==> src/hw/rtl/tsrr_pkg.sv <==
// Shared types and constants for the task slot round-robin scheduler.
// No dependencies; used by task_slot_round_robin_scheduler_unit, tsrr_checker and tb_top.
`default_nettype none

package tsrr_pkg;

    // Field widths of the stream payloads
    localparam int SLOT_W      = 10;
    localparam int REQ_W       = 2;
    localparam int S_TDATA_W   = 16;
    localparam int M_TDATA_W   = 24;

    // Default table size
    localparam int NUM_SLOTS_DEF = 1024;

    // Slot status codes held in the status memory
    localparam logic [1:0] STAT_FREE  = 2'd0;
    localparam logic [1:0] STAT_ALLOC = 2'd1;
    localparam logic [1:0] STAT_RUN   = 2'd2;

    // Request codes
    typedef enum logic [REQ_W-1:0] {
        REQ_ALLOC = 2'd0,
        REQ_RUN   = 2'd1,
        REQ_SCHED = 2'd2
    } req_t;

    // Sequencer states
    typedef enum logic [1:0] {
        ST_CLEAR,
        ST_IDLE,
        ST_SCAN,
        ST_DONE
    } state_t;

endpackage

`default_nettype wire

==> src/hw/rtl/task_slot_round_robin_scheduler_unit.sv <==
// Task slot round-robin scheduler: status memory, scan sequencer and stream ports.
// Depends on tsrr_pkg.
`default_nettype none

// After reset the block sweeps the slot status memory, one entry per cycle, and takes no
// transaction until the sweep is done. Allocate and schedule requests scan the status
// memory through its single registered read port, one slot per cycle. A scan stops at its
// first hit, or with nothing found once every slot has been tested. Make-runnable and
// unused request codes go straight to the result without a scan. One request is handled
// at a time. The next transaction is accepted at the earliest in the cycle after the result
// is loaded, while that result may still wait in the output register. A result that cannot
// be loaded because the output register is still held stalls the sequencer.
module task_slot_round_robin_scheduler_unit #(
    parameter int NUM_SLOTS = tsrr_pkg::NUM_SLOTS_DEF
) (
    input  wire logic                           aclk,
    input  wire logic                           aresetn,
    // tdata: [1:0] req_type, [11:2] slot, [15:12] zero
    input  wire logic [tsrr_pkg::S_TDATA_W-1:0] s_tdata,
    input  wire logic                           s_tvalid,
    output logic                                s_tready,
    // tdata: [0] found, [10:1] result_slot, [20:11] previous_slot, [23:21] zero
    output logic [tsrr_pkg::M_TDATA_W-1:0]      m_tdata,
    output logic                                m_tvalid,
    input  wire logic                           m_tready
);

    localparam int IDX_W  = $clog2(NUM_SLOTS);
    localparam int CNT_W  = $clog2(NUM_SLOTS + 1);
    localparam int EXT_W  = IDX_W + tsrr_pkg::SLOT_W;
    localparam int PAD_W  = tsrr_pkg::M_TDATA_W - 1 - 2 * tsrr_pkg::SLOT_W;
    localparam logic [IDX_W-1:0] LAST_IDX  = IDX_W'(NUM_SLOTS - 1);
    localparam logic [CNT_W-1:0] CNT_FULL  = CNT_W'(NUM_SLOTS);
    localparam logic [CNT_W-1:0] CNT_LAST  = CNT_W'(NUM_SLOTS - 1);
    localparam logic [EXT_W-1:0] SLOTS_EXT = EXT_W'(NUM_SLOTS);

    // Slot status memory
    logic [1:0] status_mem [NUM_SLOTS];

    tsrr_pkg::state_t state_reg, state_next;
    tsrr_pkg::req_t   req_reg, req_next;

    logic [IDX_W-1:0] addr_reg, addr_next;
    logic [CNT_W-1:0] cnt_reg, cnt_next;
    logic [CNT_W-1:0] chk_reg, chk_next;
    logic             rd_vld_reg, rd_vld_next;
    logic [IDX_W-1:0] rd_idx_reg, rd_idx_next;
    logic [1:0]       rd_data_reg;
    logic [IDX_W-1:0] cur_reg, cur_next;
    logic             found_reg, found_next;
    logic [IDX_W-1:0] res_reg, res_next;
    logic [IDX_W-1:0] prev_reg, prev_next;
    logic                           m_tvalid_reg, m_tvalid_next;
    logic [tsrr_pkg::M_TDATA_W-1:0] m_tdata_reg, m_tdata_next;

    // Memory write port
    logic             wr_en;
    logic [IDX_W-1:0] wr_addr;
    logic [1:0]       wr_data;

    // Decode and scan control
    logic                    s_accept;
    logic                    out_load;
    tsrr_pkg::req_t          s_req;
    logic [tsrr_pkg::SLOT_W-1:0] s_slot;
    logic [EXT_W-1:0]        s_slot_ext;
    logic [1:0]              target;
    logic                    hit;
    logic                    miss_all;
    logic                    issue;
    logic [EXT_W-1:0]        res_ext;
    logic [EXT_W-1:0]        prev_ext;

    function automatic logic [IDX_W-1:0] next_idx(input logic [IDX_W-1:0] idx);
        logic [IDX_W-1:0] r;
        if (idx == LAST_IDX) begin
            r = '0;
        end else begin
            r = idx + IDX_W'(1);
        end
        return r;
    endfunction

    assign s_req      = tsrr_pkg::req_t'(s_tdata[tsrr_pkg::REQ_W-1:0]);
    assign s_slot     = s_tdata[tsrr_pkg::REQ_W +: tsrr_pkg::SLOT_W];
    assign s_slot_ext = {{IDX_W{1'b0}}, s_slot};
    assign s_accept   = s_tvalid && s_tready;
    assign out_load   = (state_reg == tsrr_pkg::ST_DONE) && (!m_tvalid_reg || m_tready);

    // Scan compare: allocate looks for a free slot, schedule for a runnable one
    assign target   = (req_reg == tsrr_pkg::REQ_ALLOC) ? tsrr_pkg::STAT_FREE
                                                       : tsrr_pkg::STAT_RUN;
    assign hit      = (state_reg == tsrr_pkg::ST_SCAN) && rd_vld_reg && (rd_data_reg == target);
    assign miss_all = (state_reg == tsrr_pkg::ST_SCAN) && rd_vld_reg && !hit
                      && (chk_reg == CNT_LAST);
    assign issue    = (state_reg == tsrr_pkg::ST_SCAN) && (cnt_reg != CNT_FULL)
                      && !hit && !miss_all;

    assign res_ext  = {{tsrr_pkg::SLOT_W{1'b0}}, res_reg};
    assign prev_ext = {{tsrr_pkg::SLOT_W{1'b0}}, prev_reg};

    // Next-state logic
    always_comb begin
        state_next = state_reg;
        case (state_reg)
            tsrr_pkg::ST_CLEAR: begin
                if (addr_reg == LAST_IDX) begin
                    state_next = tsrr_pkg::ST_IDLE;
                end
            end
            tsrr_pkg::ST_IDLE: begin
                if (s_tvalid) begin
                    if (s_req == tsrr_pkg::REQ_ALLOC || s_req == tsrr_pkg::REQ_SCHED) begin
                        state_next = tsrr_pkg::ST_SCAN;
                    end else begin
                        state_next = tsrr_pkg::ST_DONE;
                    end
                end
            end
            tsrr_pkg::ST_SCAN: begin
                if (hit || miss_all) begin
                    state_next = tsrr_pkg::ST_DONE;
                end
            end
            tsrr_pkg::ST_DONE: begin
                if (out_load) begin
                    state_next = tsrr_pkg::ST_IDLE;
                end
            end
            default: state_next = tsrr_pkg::ST_IDLE;
        endcase
    end

    // State-decoded outputs
    always_comb begin
        s_tready = (state_reg == tsrr_pkg::ST_IDLE);
        m_tvalid = m_tvalid_reg;
        m_tdata  = m_tdata_reg;
    end

    // Datapath and memory port control
    always_comb begin
        req_next      = req_reg;
        addr_next     = addr_reg;
        cnt_next      = cnt_reg;
        chk_next      = chk_reg;
        rd_vld_next   = 1'b0;
        rd_idx_next   = rd_idx_reg;
        cur_next      = cur_reg;
        found_next    = found_reg;
        res_next      = res_reg;
        prev_next     = prev_reg;
        m_tvalid_next = m_tvalid_reg && !m_tready;
        m_tdata_next  = m_tdata_reg;
        wr_en         = 1'b0;
        wr_addr       = addr_reg;
        wr_data       = tsrr_pkg::STAT_FREE;

        case (state_reg)
            tsrr_pkg::ST_CLEAR: begin
                wr_en     = 1'b1;
                addr_next = next_idx(addr_reg);
            end
            tsrr_pkg::ST_IDLE: begin
                if (s_accept) begin
                    req_next   = s_req;
                    found_next = 1'b0;
                    res_next   = '0;
                    prev_next  = '0;
                    cnt_next   = '0;
                    chk_next   = '0;
                    case (s_req)
                        tsrr_pkg::REQ_ALLOC: begin
                            addr_next = '0;
                        end
                        tsrr_pkg::REQ_SCHED: begin
                            addr_next = next_idx(cur_reg);
                            prev_next = cur_reg;
                            res_next  = cur_reg;
                        end
                        tsrr_pkg::REQ_RUN: begin
                            if (s_slot_ext < SLOTS_EXT) begin
                                wr_en   = 1'b1;
                                wr_addr = s_slot_ext[IDX_W-1:0];
                                wr_data = tsrr_pkg::STAT_RUN;
                            end
                        end
                        default: begin
                            addr_next = addr_reg;
                        end
                    endcase
                end
            end
            tsrr_pkg::ST_SCAN: begin
                rd_vld_next = issue;
                if (issue) begin
                    rd_idx_next = addr_reg;
                    addr_next   = next_idx(addr_reg);
                    cnt_next    = cnt_reg + CNT_W'(1);
                end
                chk_next = chk_reg + CNT_W'(rd_vld_reg);
                if (hit) begin
                    found_next = 1'b1;
                    res_next   = rd_idx_reg;
                    if (req_reg == tsrr_pkg::REQ_ALLOC) begin
                        wr_en   = 1'b1;
                        wr_addr = rd_idx_reg;
                        wr_data = tsrr_pkg::STAT_ALLOC;
                    end else begin
                        cur_next = rd_idx_reg;
                    end
                end
            end
            tsrr_pkg::ST_DONE: begin
                if (out_load) begin
                    m_tvalid_next = 1'b1;
                    m_tdata_next  = {{PAD_W{1'b0}},
                                     prev_ext[tsrr_pkg::SLOT_W-1:0],
                                     res_ext[tsrr_pkg::SLOT_W-1:0],
                                     found_reg};
                end
            end
            default: begin
                rd_vld_next = 1'b0;
            end
        endcase
    end

    // Status memory: one write and one registered read per cycle
    always_ff @(posedge aclk) begin
        if (wr_en) begin
            status_mem[wr_addr] <= wr_data;
        end
        rd_data_reg <= status_mem[addr_reg];
    end

    // Control registers
    always_ff @(posedge aclk) begin
        if (!aresetn) begin
            state_reg    <= tsrr_pkg::ST_CLEAR;
            addr_reg     <= '0;
            cnt_reg      <= '0;
            chk_reg      <= '0;
            rd_vld_reg   <= 1'b0;
            cur_reg      <= '0;
            m_tvalid_reg <= 1'b0;
        end else begin
            state_reg    <= state_next;
            addr_reg     <= addr_next;
            cnt_reg      <= cnt_next;
            chk_reg      <= chk_next;
            rd_vld_reg   <= rd_vld_next;
            cur_reg      <= cur_next;
            m_tvalid_reg <= m_tvalid_next;
        end
    end

    // Payload registers
    always_ff @(posedge aclk) begin
        req_reg     <= req_next;
        rd_idx_reg  <= rd_idx_next;
        found_reg   <= found_next;
        res_reg     <= res_next;
        prev_reg    <= prev_next;
        m_tdata_reg <= m_tdata_next;
    end

    // No transaction is taken while the memory is being cleared
    a_no_accept_in_clear: assert property (@(posedge aclk) disable iff (!aresetn)
        (state_reg == tsrr_pkg::ST_CLEAR) |-> !s_tready)
        else $error("input accepted during clearing pass");

    // A schedule scan that finds nothing keeps the current task
    a_miss_keeps_current: assert property (@(posedge aclk) disable iff (!aresetn)
        (miss_all && req_reg == tsrr_pkg::REQ_SCHED) |=> $stable(cur_reg))
        else $error("current task changed on empty schedule");

    // Slots tested never outrun reads issued
    a_chk_le_cnt: assert property (@(posedge aclk) disable iff (!aresetn)
        (state_reg == tsrr_pkg::ST_SCAN) |-> (chk_reg <= cnt_reg))
        else $error("scan check count ahead of read count");

    // A finished result waits while the output register is still held
    a_done_waits: assert property (@(posedge aclk) disable iff (!aresetn)
        (state_reg == tsrr_pkg::ST_DONE && m_tvalid_reg && !m_tready)
        |=> (state_reg == tsrr_pkg::ST_DONE))
        else $error("result dropped while output stalled");

endmodule

`default_nettype wire

==> config.mk <==
export PLATFORM = sky130hd
export DESIGN_NAME = task_slot_round_robin_scheduler_unit
export DESIGN_NICKNAME = d
export VERILOG_FILES = /design/src/hw/rtl/tsrr_pkg.sv /design/src/hw/rtl/task_slot_round_robin_scheduler_unit.sv
export SDC_FILE = /design/constraint.sdc
export NUM_CORES = 2
export LEC_CHECK = 0
export ABC_AREA = 1
export BUFFER_PORTS_ARGS = -buffer_cell sky130_fd_sc_hd__buf_4
export CORE_MARGIN = 2
export CORE_UTILIZATION = 63
export CTS_CLUSTER_SIZE = 10
export DETAILED_ROUTE_END_ITERATION = 16
export GPL_TIMING_DRIVEN = 1
export PLACE_DENSITY = 0.79
export SLEW_MARGIN = 30
export SYNTH_ARGS = -nofsm -noshare
export SYNTH_HDL_FRONTEND = slang
export SYNTH_SLANG_ARGS = --single-unit
==> constraint.sdc <==
create_clock -name aclk -period 13.43 [get_ports aclk]
set_clock_uncertainty 0.15 [all_clocks]
set_input_delay 0.6715 -clock aclk [delete_from_list [all_inputs] [get_ports aclk]]
set_output_delay 0.6715 -clock aclk [all_outputs]
set_load 0.1 [all_outputs]
==> qor.log <==
INFO  status         status=completed
INFO  cts            cts_repair_resize_count=0
INFO  synthesis      average_instance_area_after_synthesis=10.2µm²
INFO  setup_path     worst-path-max-fanout=125
INFO  min_path       hold_path_depth=3
INFO  placed_design  final_replace_weighted_congestion=0.868
INFO  synthesis      netlist_area=93200µm²
INFO  global_routing grt_pass1_vias=64800
INFO  setup_path     timing.setup.critical_path_class=reg -> reg
INFO  pwr            power_report.internal_total=11.8mW
INFO  final_layout   layout.cells.non_filler=10800
INFO  min_path       worstHoldEndpoint=req_reg[0]
INFO  cts            cts_root_buf=clkbuf_16
INFO  sta            timing.max_slew.rel_slack=26.6%
INFO  setup_path     setup.worst_path.start_class=flip-flop
INFO  global_routing grt.busiest_layer=met2
INFO  synthesis      synth-seq-cells=2150
INFO  global_routing grt_usage=32.7%
INFO  final_layout   layout_common_cells=2261 x nor2_1, 2102 x edfxtp_1, 1825 x nand2_1
INFO  detailed_routing pre_antenna_drt_iters=8
INFO  global_routing global_route.usage.met2=52.4%
INFO  cts            cts_buffers=234
INFO  synthesis      syn-instance-count=9119
INFO  pwr            switchingPower=6.45mW
INFO  sta            final_min_period_over_clock_period=44.0%
INFO  synthesis      synth_enable_flop_cells=2102
INFO  cts            cts_setup_buffers=0
INFO  pwr            power.share.switching=35.4%
INFO  final_layout   layout-area-overhead-vs-synth=8.39%
INFO  sta            fin_tns_setup=0ns
INFO  setup_path     worst_ep_arrival_time=6.29ns
INFO  detailed_routing drt_wl_total=249mm
INFO  die            ios=46
INFO  synthesis      async_flop_share=0%
INFO  sta            final_hold_viol_count=0
INFO  synthesis      synth.top_cells.by_area=edfxtp_1 68%, nor2_1 9.1%, nand2_1 7.5%
INFO  cts            clock_tree_from_tritoncts=done
INFO  final_layout   largest_reg_flops=2048
INFO  sta            tightestPinTransition=1.10ns
INFO  detailed_routing drt_iter0_markers=10500
INFO  sta            min_period=5.91ns
INFO  setup_path     endpoint_kind=flip-flop
INFO  setup_path     timing.critical_path.slowest_cell_delay=0.96ns
INFO  setup_path     launch_point_of_the_worst_reg_to_reg_path=state_reg[1]
INFO  synthesis      postSynth.topFlopCell=edfxtp_1
INFO  synthesis      synth_top_area_share=67.7%
INFO  sta            timing.fmax=0.169GHz
INFO  sta            finalSetupViolations=0
INFO  detailed_routing antenna_left=0
INFO  die            die_height=389µm
INFO  die            core-area=147000µm²
INFO  pwr            power_per_cell_area=181nW/µm²
INFO  min_path       min_path_type=in -> reg
INFO  global_routing grt_util_met3=6.68%
INFO  detailed_routing detail_route.drc_violations=0
INFO  synthesis      yosys.cell_types.count=44
INFO  pwr            leakagePower=37.5nW
INFO  setup_path     timing.critical_path.buf_inv=7
INFO  cts            cts-root-to-sink-buffers=3
INFO  detailed_routing vias=67000
INFO  synthesis      synth_warnings=0
INFO  global_routing grt_use_met1=41.8%
INFO  detailed_routing detail_route.wl_per_cell=23.0µm
INFO  pwr            clkPwrFrac=30.3%
INFO  setup_path     crit_path_max_delay_cell_type=nand3_2
INFO  cts            clock_sinks=2150
INFO  pwr            logic_pwr_share=29.3%
INFO  final_layout   layout_commonest_cell=nor2_1
INFO  sta            hold_slack=0.186ns
INFO  cts            cts.clk_slew.worst_paths=0.06ns
INFO  setup_path     worst_r2r_endpoint=status_mem[123][0]
INFO  die            die_area=151000µm²
INFO  global_routing grt_remaining_overflow=0
INFO  global_routing largest_net_degree_at_the_start_of_global_routing=237
INFO  setup_path     rr_worst_depth=17
INFO  cts            max_h_tree_level=4
INFO  setup_path     cpLargestDelayFamily=buffers and inverters
INFO  global_routing antenna_violations_before_repair=5
INFO  synthesis      post-synth-top-area-cell=edfxtp_1
INFO  setup_path     setup.reg_to_reg.worst_slack=7.52ns
INFO  final_layout   nNetsFinal=8876
INFO  sta            setup_repair_after_global_routing_missed_its_margin=false
INFO  placed_design  place_hpwl=128mm
INFO  final_layout   share_of_post_route_cells_with_drive_strength_above_1=5.61%
INFO  cts            clock_insertion_delay_worst_skew=0.86ns
INFO  min_path       holdCritStartpoint=s_tvalid
INFO  placed_design  number_of_cells_after_detailed_placement=10500
INFO  die            die_wd=389µm
INFO  detailed_routing viasPerCell=6.18
INFO  placed_design  port_buffers=38
INFO  sta            slew_violations=0
INFO  die            placementRows=141
INFO  global_routing first_pass_grt_wire_length=372mm
INFO  flow_run       drv_cap=0
INFO  pwr            seqPwrFrac=40.5%
INFO  die            initial_utilization=63.2%
INFO  setup_path     critical_path.cell_chain=inv_1, ha_1, nand2_1, inv_2, nand3_1, inv_1, nand2_1, inv_8, nand2_1, o21ai_0, a21oi_2, inv_1, nand2_1, inv_1, nand3_2, buf_4, nor2_1
INFO  pwr            irDropWorstVdd=0.000218V
INFO  setup_path     cp.required=13.81ns
INFO  synthesis      synth.yosys.seq_area_share=68.8%
final cells by class:
type / count / area, µm²
flip-flops and latches: 2150 / 64100
fillers: 10100 / 46300
multi-input cells: 5853 / 25100
clock buffers: 279 / 6120
well taps: 1930 / 2410
inverters: 470 / 1810
repair buffers: 137 / 1330
clock inverters: 9 / 92.6
diodes: 2 / 5.00
worst max-delay path by stage:
stage                      start                  to  slack, ns  cells after the start
floorplan           state_reg[1]  status_mem[749][0]       2.76                     18
global placement      req_reg[1]  status_mem[286][0]       7.73                     12
detailed placement    req_reg[1]  status_mem[803][0]       7.69                     12
CTS                 state_reg[1]  status_mem[123][0]       7.67                     17
global route        state_reg[1]  status_mem[123][0]       7.25                     17
finish              state_reg[1]  status_mem[123][0]       7.52                     17
timing repair:
| item | CTS | global route |
|---|---|---|
| endpoints found under the hold margin | 19 | 0 |
| hold buffers | 4 | 0 |
| setup endpoints to repair | 0 | 0 |
cells by family (layout without fill, tap and decap cells):
kind of cell / count (synthesis) / after routing / share of synthesized area, %
and+or+nand+nor: 4795 / 4795 / 20.3
DFF: 2150 / 2150 / 68.8
buffers and inverters: 1118 / 895 / 4.68
AOI/OAI and AO/OA: 1033 / 1033 / 5.95
xor gates and xnor gates: 12 / 12 / 0.113
adders and majority gates: 10 / 10 / 0.134
other: 1 / 5 / 0.00402
synthesized netlist by cell type, types with 10 or more instances:
master    number
xor2_1        10
o22ai_1       38
buf_1        109
a21oi_1      130
edfxtp_1    2102
nor3_1        14
nand2_1     1852
buf_4         16
o21ai_0      741
nor2_1      2266
ha_1          10
nand3_1      621
dfxtp_1       48
inv_1        458
o211ai_1     102
buf_2         80
clkbuf_1     442
or2_2         13
tightest hold or removal path, cell delays in order:
cell	delay (ns)
buf_4	0.13
nand2_1	0.07
inv_2	0.13
stage by stage:
stage          setup slack (ns)  power [mW]  utilization, %  cell area, µm²
4_1_cts                    7.67        18.1            68.5          101000
5_1_grt                    7.25        18.9            68.5          101000
2_1_floorplan              2.76        11.0               -           93200
3_5_place_dp               7.69        12.6            64.2           94600
3_3_place_gp               7.73        12.5            64.1           94400
6_report                   7.52        18.2            68.6          101000
metal layers:
metal	vias to the layer above	share of wire, %
met5	-	0.0056
met4	2	6.3
met3	821	12
met2	4411	46
met1	31800	35
li1	29900	-
power by group through the flow:
| stage | sequential [mW] | combinational [mW] | clock, mW |
|---|---|---|---|
| floorplan | 7.46 | 3.50 | 0 |
| global placement | 7.52 | 4.99 | 0 |
| detailed placement | 7.52 | 5.12 | 0 |
| CTS | 7.38 | 5.17 | 5.54 |
| global route | 7.39 | 5.74 | 5.80 |
| finish | 7.39 | 5.34 | 5.52 |
Note: power is estimated with default switching activity, not from simulation.
